<file path="src/rtl/ptw_pkg.sv">
// Shared types, widths and codes of the four-level page table walker.
package ptw_pkg;

   localparam int TABLE_WORDS_DEF = 4096;

   localparam int VA_W     = 48;
   localparam int PA_W     = 48;
   localparam int FRAME_W  = 36;
   localparam int ENTRY_W  = 64;
   localparam int WIDX_W   = 12;
   localparam int LEFT_W   = 31;
   localparam int TIDX_W   = 9;
   localparam int CODE_W   = 2;

   localparam int CSR_ADDR_W = 4;
   localparam int CSR_DATA_W = 64;

   // Register index as seen in the address bit above the 8-byte offset.
   localparam logic CSR_IDX_ROOT = 1'b0;

   localparam logic CMD_WRITE     = 1'b0;
   localparam logic CMD_TRANSLATE = 1'b1;

   localparam logic [CODE_W-1:0] LEVEL_PML4 = 2'd0;
   localparam logic [CODE_W-1:0] LEVEL_PDPT = 2'd1;
   localparam logic [CODE_W-1:0] LEVEL_PD   = 2'd2;
   localparam logic [CODE_W-1:0] LEVEL_PT   = 2'd3;

   localparam logic [CODE_W-1:0] STATUS_OK          = 2'd0;
   localparam logic [CODE_W-1:0] STATUS_NOT_PRESENT = 2'd1;
   localparam logic [CODE_W-1:0] STATUS_OUTSIDE     = 2'd2;

   localparam logic [CODE_W-1:0] PAGE_4K = 2'd0;
   localparam logic [CODE_W-1:0] PAGE_2M = 2'd1;
   localparam logic [CODE_W-1:0] PAGE_1G = 2'd2;

   localparam logic [LEFT_W-1:0] SIZE_1G = LEFT_W'(64'h4000_0000);
   localparam logic [LEFT_W-1:0] SIZE_2M = LEFT_W'(64'h0020_0000);
   localparam logic [LEFT_W-1:0] SIZE_4K = LEFT_W'(64'h0000_1000);

   localparam int ENTRY_PRESENT_BIT = 0;
   localparam int ENTRY_LARGE_BIT   = 7;

   typedef struct packed {
      logic [PA_W-1:0]   physical_address;
      logic [LEFT_W-1:0] bytes_left_in_page;
      logic [CODE_W-1:0] page_size_code;
      logic [CODE_W-1:0] status;
      logic [CODE_W-1:0] fault_level;
   } result_type;

   typedef enum logic [2:0] {
      ST_CLEAR,
      ST_IDLE,
      ST_ISSUE,
      ST_EVAL,
      ST_FINISH
   } state_type;

endpackage

</file>
<file path="src/rtl/ptw_step_unit.sv">
// Shared per-level address unit: picks the table index and bounds-checks the word address.
module ptw_step_unit
   import ptw_pkg::*;
#(
   parameter int TABLE_WORDS = TABLE_WORDS_DEF,
   parameter int ADDR_W      = $clog2(TABLE_WORDS)
) (
   input  logic [FRAME_W-1:0] frame,
   input  logic [VA_W-1:0]    virtual_address,
   input  logic [CODE_W-1:0]  level,
   output logic [ADDR_W-1:0]  word_addr,
   output logic               in_range
);

   localparam int WORD_W = FRAME_W + TIDX_W;

   logic [TIDX_W-1:0] tidx;
   logic [WORD_W-1:0] word;

   always_comb begin
      case (level)
         LEVEL_PML4: tidx = virtual_address[47:39];
         LEVEL_PDPT: tidx = virtual_address[38:30];
         LEVEL_PD:   tidx = virtual_address[29:21];
         LEVEL_PT:   tidx = virtual_address[20:12];
         default:    tidx = '0;
      endcase
   end

   assign word      = {frame, tidx};
   assign in_range  = word < WORD_W'(TABLE_WORDS);
   assign word_addr = word[ADDR_W-1:0];

endmodule

</file>
<file path="config.mk">
export PLATFORM = sky130hd
export DESIGN_NAME = ptw_step_unit
export DESIGN_NICKNAME = d
export VERILOG_FILES = /design/src/rtl/ptw_pkg.sv /design/src/rtl/ptw_step_unit.sv
export SDC_FILE = /design/constraint.sdc
export NUM_CORES = 1
export LEC_CHECK = 0
export BUFFER_PORTS_ARGS = -buffer_cell sky130_fd_sc_hd__buf_2
export CORE_MARGIN = 1.5
export CORE_UTILIZATION = 21
export DETAILED_ROUTE_END_ITERATION = 10
export PLACE_DENSITY = 0.95
export SYNTH_ARGS = -nofsm -noshare
export SYNTH_HDL_FRONTEND = slang
export SYNTH_SLANG_ARGS = --single-unit
</file>
<file path="constraint.sdc">
create_clock -name vclk -period 2.1
set_clock_uncertainty 0.2 [all_clocks]
set_input_delay 0.105 -clock vclk [all_inputs]
set_output_delay 0.105 -clock vclk [all_outputs]
set_load 0.02 [all_outputs]
</file>
==> key figures <==
Timing
  – Setup repair after global routing missed its margin: no
  – Pin slew with the least headroom to its limit: 0.286 ns
  – Final setup TNS: 0 ns
  – Tmin final: 1.39 ns
  – Final hold vios: 0
  – Fin. max-slew vios: 0
  – Slew HR: 80.9%
  – Final setup viols: 0
  – F_max: 718 MHz
  – Period utilization: 66.3%

Clock network
  – # resized after CTS: 0
  – Post-CTS Setup Inserts: 0
  – Hold buffer count at cts: 0

Global route
  – Grt peak-use layer: met2
  – Global-route wire length before repair: 2530 um
  – Total gr overflow: 0
  – GR Util met3: 3.91%
  – Gr usage total: 17.7%
  – Largest net degree at the start of global routing: 10
  – GR Layer Usage met2: 33.8%
  – Met1 global-route usage: 18.3%
  – Vias in the first global route: 648
  – Initial antenna violation count: 0

Floorplan
  – Die footprint: 1730 um^2
  – # IOs: 99
  – Row count: 13
  – Starting Density: 23.2%
  – Chip width: 41.6 um
  – Die Y: 41.6 um
  – Placeable Area: 1350 um^2

Pwr
  – Power Dens Cells: 211 nW/um^2
  – Leak: 0.385 nW
  – Max VDD drop: 107 uV

Layout
  – # fillers: 137
  – Layout area overhead: 123%
  – Share of layout cells above drive strength 1: 88.2%
  – Layout Nets: 190
  – Register area: 0 um^2
  – FF+latch count: 0
  – Non-filler instance count after layout: 117
  – Layout clock buffer count: 0
  – ANT cells: 0

Worst setup path
  – CP Capture Type: primary output
  – Arr. time, crit path: 1.09 ns
  – Crit path kind: input port to primary output
  – Crit Path Max Fanout: 9
  – Worst setup SP type: input port
  – Critical Path RT: 1.79 ns

Routing
  – DR vias: 574
  – DR vias/cell: 4.91
  – Antenna viol nets, final: 0
  – Initial DRC Count: 5
  – WL/cell: 12.6 um
  – Final WL: 1470 um
  – First-pass iteration count of the detailed router: 4
  – DRC violations left: 0

Synthesis
  – Post-synth top area share: 64.8%
  – Post-Syn Nets: 112
  – Synth warn: 0
  – Sequential fraction of the synthesis area: 0%
  – Post-Syn Instances: 26
  – Largest area contributor in the netlist: mux4_2
  – Synth Area per Inst: 12.0 um^2
  – Post-synthesis cell area: 313 um^2
  – Synth area leaders: mux4_2 65%, nor4_1 14%, buf_4 7.2%, nand4_1 4.0%, buf_6 3.6%
  – Synth unique cells: 9

Run
  – Max_cap viols: 0

Place
  – Final Wtd Congestion: 0.752
  – Cell count after placement: 117
  – Input/output buffers: 81

Status
  – Status: complete, no violations

Hold path
  – Min-delay worst type: input port to primary output
synth_stat cells:
library cell and instances:
nor2_1 1, clkbuf_2 1, buf_4 3, nor3_1 1
nand4_1 2, nor4_1 7, or3_1 1, buf_6 1
mux4_2 9
per-stage QoR:
step / area [um^2] / setup WS, ns / hold WS [ns] / utilization [%] / total power, mW
4_1_cts: 698 / 0.679 / 0.0102 / 51.7 / 0.149
3_3_place_gp: 698 / 0.680 / 0.0102 / 51.7 / 0.145
5_1_grt: 698 / 0.631 / 0.0100 / 51.7 / 0.160
6_report: 698 / 0.707 / 0.0100 / 51.7 / 0.147
3_5_place_dp: 698 / 0.679 / 0.0102 / 51.7 / 0.149
2_1_floorplan: 313 / 0.818 / 0.123 / - / 0.0765
cell usage in the layout, fill, tap and decap left out:
| master | count |
|---|---|
| nand4_1 | 2 |
| nor2_1 | 1 |
| or3_1 | 1 |
| buf_2 | 81 |
| mux4_2 | 9 |
| nor3_1 | 1 |
| nor4_1 | 7 |
power by group:
part           switching (mW)  total (mW)  internal, mW
Combinational          0.0609       0.147        0.0863
Sequential                  0           0             0
Clock                       0           0             0
Total                  0.0609       0.147        0.0863
worst paths after layout:
path / from / end / slack, ns / cells past startpoint
max: level[0] / word_addr[2] / 0.71 / 3
min: frame[1] / word_addr[10] / 0.01 / 0
routing by layer:
metal	vias up	wire length, um
met5	-	0
met4	0	22
met3	4	139
met2	38	838
met1	260	474
li1	272	-
logic make-up after synthesis:
family	Yosys count	share of synthesized area, %
buffers and inverters	5	12.4
multiplexers	9	64.8
AND/OR/NAND/NOR	12	22.8
area by class of cell:
cell class / count / area [um^2] / area share, %
repair buffers: 81 / 405 / 58.1
multi-input cells: 21 / 274 / 39.2
well taps: 15 / 18.8 / 2.69
critical path: stages:
cell and delay, ns:
buf_2 0.26, mux4_2 0.54, buf_2 0.17
No activity file was read; power rests on OpenSTA's default activity.
